File: config.mk
export PLATFORM = sky130hd
export DESIGN_NAME = mrac_dpath
export DESIGN_NICKNAME = d
export VERILOG_FILES = /design/src/hw/rtl/mrac_pkg.sv /design/src/hw/rtl/mrac_ram.sv /design/src/hw/rtl/mrac_dpath.sv
export VERILOG_INCLUDE_DIRS = /design/src /design/src/hw/rtl
export SDC_FILE = /design/constraint.sdc
export NUM_CORES = 2
export LEC_CHECK = 0
export ABC_CLOCK_PERIOD_IN_PS = 21700
export BUFFER_PORTS_ARGS = -buffer_cell sky130_fd_sc_hd__buf_2
export CORE_ASPECT_RATIO = 1.1
export CORE_MARGIN = 2
export CORE_UTILIZATION = 40
export DETAILED_ROUTE_END_ITERATION = 10
export PLACE_DENSITY = 0.6
export SYNTH_ARGS = -nofsm -noshare
export SYNTH_HDL_FRONTEND = slang
export SYNTH_HIERARCHICAL = 1
export SYNTH_SLANG_ARGS = --single-unit
File: constraint.sdc
create_clock -name clk -period 21.7 [get_ports clk]
set_input_delay 2.17 -clock clk [delete_from_list [all_inputs] [get_ports clk]]
set_output_delay 2.17 -clock clk [all_outputs]
set_load 0.02 [all_outputs]
File: src/hw/rtl/assert_macros.svh
// Assertion helpers shared by the RTL files.
`ifndef ASSERT_MACROS_SVH
`define ASSERT_MACROS_SVH

// Same-cycle implication, disabled while reset is asserted.
`define ASSERT_IMPLIES(label, clk, rst_n, ante, cons, msg) \
    label: assert property (@(posedge clk) disable iff (!rst_n) (ante) |-> (cons)) \
        else $error(msg);

// Next-cycle implication, disabled while reset is asserted.
`define ASSERT_NEXT(label, clk, rst_n, ante, cons, msg) \
    label: assert property (@(posedge clk) disable iff (!rst_n) (ante) |=> (cons)) \
        else $error(msg);

`endif

File: src/hw/rtl/mrac_pkg.sv
package mrac_pkg;

    // Field widths of the item channels
    localparam int OP_W     = 2;
    localparam int START_W  = 48;
    localparam int LEN_W    = 32;
    localparam int MASK_W   = 8;
    localparam int STATUS_W = 2;

    // Defaults for the top-level parameters
    localparam int TABLE_ENTRIES_DEF = 16;
    localparam int ADDRESS_BITS_DEF  = 48;

    // Operation codes
    localparam logic [OP_W-1:0] OP_ADD    = 2'd0;
    localparam logic [OP_W-1:0] OP_REMOVE = 2'd1;
    localparam logic [OP_W-1:0] OP_CHECK  = 2'd2;

    // Result codes
    localparam logic [STATUS_W-1:0] ST_OK   = 2'd0;
    localparam logic [STATUS_W-1:0] ST_MISS = 2'd1;
    localparam logic [STATUS_W-1:0] ST_FULL = 2'd2;
    localparam logic [STATUS_W-1:0] ST_DUP  = 2'd3;

    // Controller to datapath commands
    typedef struct packed {
        logic load;    // capture the input item, restart the scan
        logic step;    // advance the table scan
        logic finish;  // update the table, load the result register
    } ctrl_cmd_t;

    // Datapath to controller status
    typedef struct packed {
        logic scan_done;  // every entry has been compared
    } dp_stat_t;

endpackage

File: src/hw/rtl/mrac_ram.sv
module mrac_ram #(
    parameter int WIDTH = 8,
    parameter int DEPTH = 16
) (
    input  logic                                 clk,
    input  logic                                 wr_en,
    input  logic [(DEPTH > 1 ? $clog2(DEPTH) : 1)-1:0] wr_addr,
    input  logic [WIDTH-1:0]                     wr_data,
    input  logic                                 rd_en,
    input  logic [(DEPTH > 1 ? $clog2(DEPTH) : 1)-1:0] rd_addr,
    output logic [WIDTH-1:0]                     rd_data
);

    logic [WIDTH-1:0] mem_reg [DEPTH];
    logic [WIDTH-1:0] rd_data_reg;

    // Write one word, read one word registered
    always_ff @(posedge clk)
    begin
        if (wr_en)
        begin
            mem_reg[wr_addr] <= wr_data;
        end
        if (rd_en)
        begin
            rd_data_reg <= mem_reg[rd_addr];
        end
    end

    assign rd_data = rd_data_reg;

endmodule

File: src/hw/rtl/mrac_dpath.sv
`include "assert_macros.svh"

module mrac_dpath #(
    parameter int TABLE_ENTRIES = mrac_pkg::TABLE_ENTRIES_DEF,
    parameter int ADDRESS_BITS  = mrac_pkg::ADDRESS_BITS_DEF
) (
    input  logic                          clk,
    input  logic                          rst_n,
    input  mrac_pkg::ctrl_cmd_t           cmd,
    output mrac_pkg::dp_stat_t            stat,
    input  logic [mrac_pkg::OP_W-1:0]     operation,
    input  logic [mrac_pkg::START_W-1:0]  region_start,
    input  logic [mrac_pkg::LEN_W-1:0]    region_length,
    input  logic [mrac_pkg::MASK_W-1:0]   access_mask,
    output logic [mrac_pkg::STATUS_W-1:0] status
);

    localparam int ABITS = (ADDRESS_BITS < mrac_pkg::START_W) ? ADDRESS_BITS
                                                               : mrac_pkg::START_W;
    localparam int EBITS = ((ABITS > mrac_pkg::LEN_W) ? ABITS : mrac_pkg::LEN_W) + 1;
    localparam int IDXW  = (TABLE_ENTRIES > 1) ? $clog2(TABLE_ENTRIES) : 1;
    localparam int CNTW  = $clog2(TABLE_ENTRIES + 1);
    localparam int ENT_W = ABITS + mrac_pkg::LEN_W + mrac_pkg::MASK_W;
    localparam logic [CNTW-1:0] LAST_CNT = CNTW'(TABLE_ENTRIES);

    // Captured item
    logic [mrac_pkg::OP_W-1:0]    op_reg;
    logic [ABITS-1:0]             start_reg;
    logic [mrac_pkg::LEN_W-1:0]   len_reg;
    logic [mrac_pkg::MASK_W-1:0]  mask_reg;
    logic [EBITS-1:0]             end_reg;
    logic [mrac_pkg::STATUS_W-1:0] status_reg;
    logic [mrac_pkg::STATUS_W-1:0] status_next;

    // Scan state
    logic [CNTW-1:0] rd_cnt_reg;
    logic            cmp_vld_reg;
    logic [IDXW-1:0] cmp_idx_reg;
    logic            match_found_reg;
    logic [IDXW-1:0] match_idx_reg;
    logic            free_found_reg;
    logic [IDXW-1:0] free_idx_reg;
    logic            valid_reg [TABLE_ENTRIES];

    // Table memory port signals
    logic             rd_en;
    logic [IDXW-1:0]  rd_addr;
    logic [ENT_W-1:0] rd_data;
    logic             wr_en;
    logic [ENT_W-1:0] wr_data;

    // Entry fields and compare results
    logic [ABITS-1:0]            ent_base;
    logic [mrac_pkg::LEN_W-1:0]  ent_size;
    logic [mrac_pkg::MASK_W-1:0] ent_perm;
    logic [EBITS-1:0]            ent_end;
    logic                        ent_valid;
    logic                        hit;
    logic                        add_ok;
    logic                        remove_ok;

    mrac_ram #(
        .WIDTH (ENT_W),
        .DEPTH (TABLE_ENTRIES)
    ) u_table (
        .clk     (clk),
        .wr_en   (wr_en),
        .wr_addr (free_idx_reg),
        .wr_data (wr_data),
        .rd_en   (rd_en),
        .rd_addr (rd_addr),
        .rd_data (rd_data)
    );

    // Issue one table read per scan cycle
    assign rd_en   = cmd.step && (rd_cnt_reg != LAST_CNT);
    assign rd_addr = rd_cnt_reg[IDXW-1:0];
    assign stat.scan_done = (rd_cnt_reg == LAST_CNT) && !cmp_vld_reg;

    // Compare the entry read in the previous cycle
    always_comb
    begin
        ent_base  = rd_data[ENT_W-1 -: ABITS];
        ent_size  = rd_data[mrac_pkg::MASK_W +: mrac_pkg::LEN_W];
        ent_perm  = rd_data[mrac_pkg::MASK_W-1:0];
        ent_end   = EBITS'(ent_base) + EBITS'(ent_size);
        ent_valid = valid_reg[cmp_idx_reg];
        case (op_reg)
            mrac_pkg::OP_ADD:
            begin
                hit = ent_valid && (ent_base == start_reg);
            end
            mrac_pkg::OP_REMOVE:
            begin
                hit = ent_valid && (ent_base == start_reg) && (ent_perm == mask_reg);
            end
            mrac_pkg::OP_CHECK:
            begin
                hit = ent_valid && (start_reg >= ent_base) && (end_reg <= ent_end)
                      && ((ent_perm & mask_reg) == mask_reg);
            end
            default:
            begin
                hit = 1'b0;
            end
        endcase
    end

    // Pick the result once the scan is over
    always_comb
    begin
        add_ok    = (op_reg == mrac_pkg::OP_ADD) && !match_found_reg && free_found_reg;
        remove_ok = (op_reg == mrac_pkg::OP_REMOVE) && match_found_reg;
        case (op_reg)
            mrac_pkg::OP_ADD:
            begin
                if (match_found_reg)
                begin
                    status_next = mrac_pkg::ST_DUP;
                end
                else if (!free_found_reg)
                begin
                    status_next = mrac_pkg::ST_FULL;
                end
                else
                begin
                    status_next = mrac_pkg::ST_OK;
                end
            end
            mrac_pkg::OP_REMOVE, mrac_pkg::OP_CHECK:
            begin
                status_next = match_found_reg ? mrac_pkg::ST_OK : mrac_pkg::ST_MISS;
            end
            default:
            begin
                status_next = mrac_pkg::ST_MISS;
            end
        endcase
    end

    assign wr_en   = cmd.finish && add_ok;
    assign wr_data = {start_reg, len_reg, mask_reg};

    // Scan control, first-match tracking and valid bits
    always_ff @(posedge clk or negedge rst_n)
    begin
        if (!rst_n)
        begin
            rd_cnt_reg      <= '0;
            cmp_vld_reg     <= 1'b0;
            match_found_reg <= 1'b0;
            free_found_reg  <= 1'b0;
            for (int i = 0; i < TABLE_ENTRIES; i++)
            begin
                valid_reg[i] <= 1'b0;
            end
        end
        else
        begin
            cmp_vld_reg <= rd_en;
            if (cmd.load)
            begin
                rd_cnt_reg      <= '0;
                match_found_reg <= 1'b0;
                free_found_reg  <= 1'b0;
            end
            else
            begin
                if (rd_en)
                begin
                    rd_cnt_reg <= rd_cnt_reg + CNTW'(1);
                end
                if (cmp_vld_reg && hit && !match_found_reg)
                begin
                    match_found_reg <= 1'b1;
                end
                if (cmp_vld_reg && !ent_valid && !free_found_reg)
                begin
                    free_found_reg <= 1'b1;
                end
            end
            if (cmd.finish && add_ok)
            begin
                valid_reg[free_idx_reg] <= 1'b1;
            end
            if (cmd.finish && remove_ok)
            begin
                valid_reg[match_idx_reg] <= 1'b0;
            end
        end
    end

    // Item capture, indexes and result payload
    always_ff @(posedge clk)
    begin
        if (cmd.load)
        begin
            op_reg    <= operation;
            start_reg <= region_start[ABITS-1:0];
            len_reg   <= region_length;
            mask_reg  <= access_mask;
            end_reg   <= EBITS'(region_start[ABITS-1:0]) + EBITS'(region_length);
        end
        if (rd_en)
        begin
            cmp_idx_reg <= rd_addr;
        end
        if (cmp_vld_reg && hit && !match_found_reg)
        begin
            match_idx_reg <= cmp_idx_reg;
        end
        if (cmp_vld_reg && !ent_valid && !free_found_reg)
        begin
            free_idx_reg <= cmp_idx_reg;
        end
        if (cmd.finish)
        begin
            status_reg <= status_next;
        end
    end

    assign status = status_reg;

    `ASSERT_IMPLIES(a_remove_hits_valid, clk, rst_n, cmd.finish && remove_ok,
        valid_reg[match_idx_reg], "remove clears an entry that is not valid")
    `ASSERT_IMPLIES(a_add_into_free, clk, rst_n, cmd.finish && add_ok,
        !valid_reg[free_idx_reg], "add overwrites a valid entry")

endmodule

==> flow_metrics.tcl <==
set metrics [dict create \
    final_cell_mix "edfxtp_1 (1,649), mux4_2 (357), a22oi_1 (176), ha_1 (175), clkbuf_16 (170)" \
    rows 158 \
    hold_viol 0 \
    routabilityCongestion 0.903 \
    dp_slack_ps 15660 \
    fin_tns_setup_ps 0 \
    ys_seq_elements 1673 \
    detail-route-antenna-nets 0 \
    post-route-min-period_ps 6110 \
    drv_cap 0 \
    cp_top_family "compound AO/OA/AOI/OAI gates" \
    cts_sinks 1673 \
    htree_levels 4 \
    final_common_cell "edfxtp_1" \
    drt_iter0_markers 3379 \
    grt_usage 0.193 \
    cts_buffers 164 \
    die_y_um 436 \
    synth_nets 3729 \
    irDropWorstVdd_v 0.0000838 \
    wirelength_um 168000 \
    port_buffers 97 \
    drc 0 \
    crit_arrival_ps 6580 \
    synthXorXnorAreaFrac 0.0104 \
    clock.fmax_mhz 164 \
    grt_pass1_vias 34900 \
    initial_core_util 0.403 \
    largest_reg_flops 1408 \
    fin_crit_sh 0.281 \
    antenna_found_initial 5 \
    final.setup_skew_ps 22.2 \
    drive_gt1_frac 0.205 \
    io_pins 98 \
    post-cts-setup-buffer-count 0 \
    grt_pass1_wl_um 243000 \
    crit_path_end_kind "register" \
    postSynthAreaPerCell_sq_um 19.7 \
    overflow 0 \
    route.detailed.wl_per_inst_um 27.9 \
    start_kind "register" \
    cts_buffer_depth 3 \
    dieArea_sq_um 173000 \
    synth_compound_area_frac 0.0542 \
    cpPeakStageDelay_ps 760 \
    rsz0062_at_grt "no" \
    synthMuxAreaShare 0.118 \
    dp_hpwl_um 91400 \
    path_clk_slew_ps 60 \
    powerDensity_nw_per_um2 92.0 \
    cts.repair.resized 0 \
    postLayoutSetupSlackWorst_ps 15590 \
    max_slew_margin 0.261 \
    yosysWarnings 6 \
    async_flop_share 0.0143 \
    clk_latency_ps 810 \
    synth-simple-area-share 0.0321 \
    crit_type "register to register" \
    drv_slew 0 \
    worstHoldPathType "register to register" \
    cts_root_buf "clkbuf_16" \
    holdBufCountCts 0 \
    synth_flop_cell "edfxtp_1" \
    synthesis.area_sq_um 68000 \
    critPathMaxFanout 8 \
    grt_max_degree 137 \
    slowest_stage "nor4_1" \
    ys_types 91 \
    tritoncts "yes" \
    crit_required_ps 22180 \
    detail_route.vias_per_cell 5.73 \
    p_leak_nw 24.7 \
    syn_to_final_growth_pct 12.4 \
    critPathBufInv 0 \
    worstPathCellList "ha_1, fa_1, a211o_1, o211ai_2, a2111oi_2, nor4_1, nor2_1, o32ai_2, nor3_1, xnor2_1, ha_1, a21o_1, a21o_1, a2111oi_0, nor3_1, o21a_1, nor4_1, o211ai_1, nor2_1" \
    finalSetupViolations 0 \
    synth-edff-count 1649 \
    ys_seq_area_frac 0.737 \
    first_pass_iters 6 \
    core_area_sq_um 169000 \
    die_x_um 397 \
    worstMarginPinSlew_ps 1110 \
    synth_top_family_by_area "multiplexers" \
    num_vias 34500 \
    fin_nets 3907 \
    syn_inst 3457 \
    status "finished clean" \
    synth_fa_ha_area_frac 0.0328 \
]
## where the power goes
part	leakage (nW)	internal, W	switching, W
combinational	6.90	0.000248	0.000306
clock	2.49	0.00156	0.00120
sequential	15.3	0.00364	0.0000871
total	24.7	0.00544	0.00159
## Yosys cell counts (33+ instances only)
library cell  instances  area share
a22oi_1             176       0.019
mux4_2              357        0.12
nor3_1               33      0.0024
o21ai_0              36      0.0027
xnor2_1              59      0.0076
ha_1                175       0.032
inv_1                88      0.0049
a21o_1               63      0.0070
nand4_1              33      0.0030
clkbuf_1             60      0.0033
nor2_1               74      0.0041
nand2_1             141      0.0078
a21oi_1             103      0.0076
edfxtp_1           1649        0.73
## worst paths after layout
| check | cells after the start | slack, ps | to | startpoint |
|---|---|---|---|---|
| worst max-delay path | 19 | 15590 | match_idx_reg[2] | u_table/rd_data[40] |
| max in group asynchronous | 1 | 19870 | rd_cnt_reg[0] | rst_n |
| worst min-delay path | 2 | 530 | valid_reg[8] | valid_reg[8] |
| worst max register to register | 19 | 15590 | match_idx_reg[2] | u_table/rd_data[40] |
| min in group asynchronous | 1 | 1370 | match_found_reg | rst_n |
| worst min register to register | 2 | 530 | valid_reg[8] | valid_reg[8] |
## layout make-up
type,instances,area (sq um)
Sequential cell,1673,50100
Clock inverter,84,716
Antenna cell,6,15.0
Fill cell,14200,92200
Tap cell,2240,2800
Clock buffer,215,4420
Multi-Input combinational cell,1564,17000
Timing Repair Buffer,144,997
Inverter,88,330
## worst reg2reg max path, cell delays in order (launching register included)
cell and delay, ps:
edfxtp_1 390, ha_1 240, fa_1 430, a211o_1 320
o211ai_2 150, a2111oi_2 200, nor4_1 760, nor2_1 140
o32ai_2 480, nor3_1 140, xnor2_1 170, ha_1 290
a21o_1 160, a21o_1 170, a2111oi_0 440, nor3_1 100
o21a_1 190, nor4_1 360, o211ai_1 310, nor2_1 350
## per-stage QoR
stage           util  area [sq um]  hold WS (ps)  power [W]  std cells
6_report       0.453         76400           526    0.00703       6014
5_1_grt        0.453         76400           551    0.00727       6010
4_1_cts        0.453         76400           530    0.00709       6008
3_5_place_dp   0.423         71300           516    0.00435       5709
3_3_place_gp   0.423         71300           504    0.00434       5709
2_1_floorplan      -         68000           454    0.00415       3457
## per-layer routing
metal,GRT usage,share of wire,vias to the layer above,wire (um)
met5,0,0,-,0
met4,0.0622,0.026,0,4440
met3,0.0304,0.058,240,9720
met2,0.323,0.50,1020,83500
met1,0.260,0.42,18500,69900
li1,-,-,14700,-
## kinds of logic after synthesis
kind of cell / Yosys count
multiplexers: 358
flip-flops: 1673
adder cells (fa/ha/maj): 177
AO/OA/AOI/OAI: 518
buffers and inverters: 220
AND/OR/NAND/NOR: 430
XOR/XNOR: 81
(Power assumes the default switching activity.)
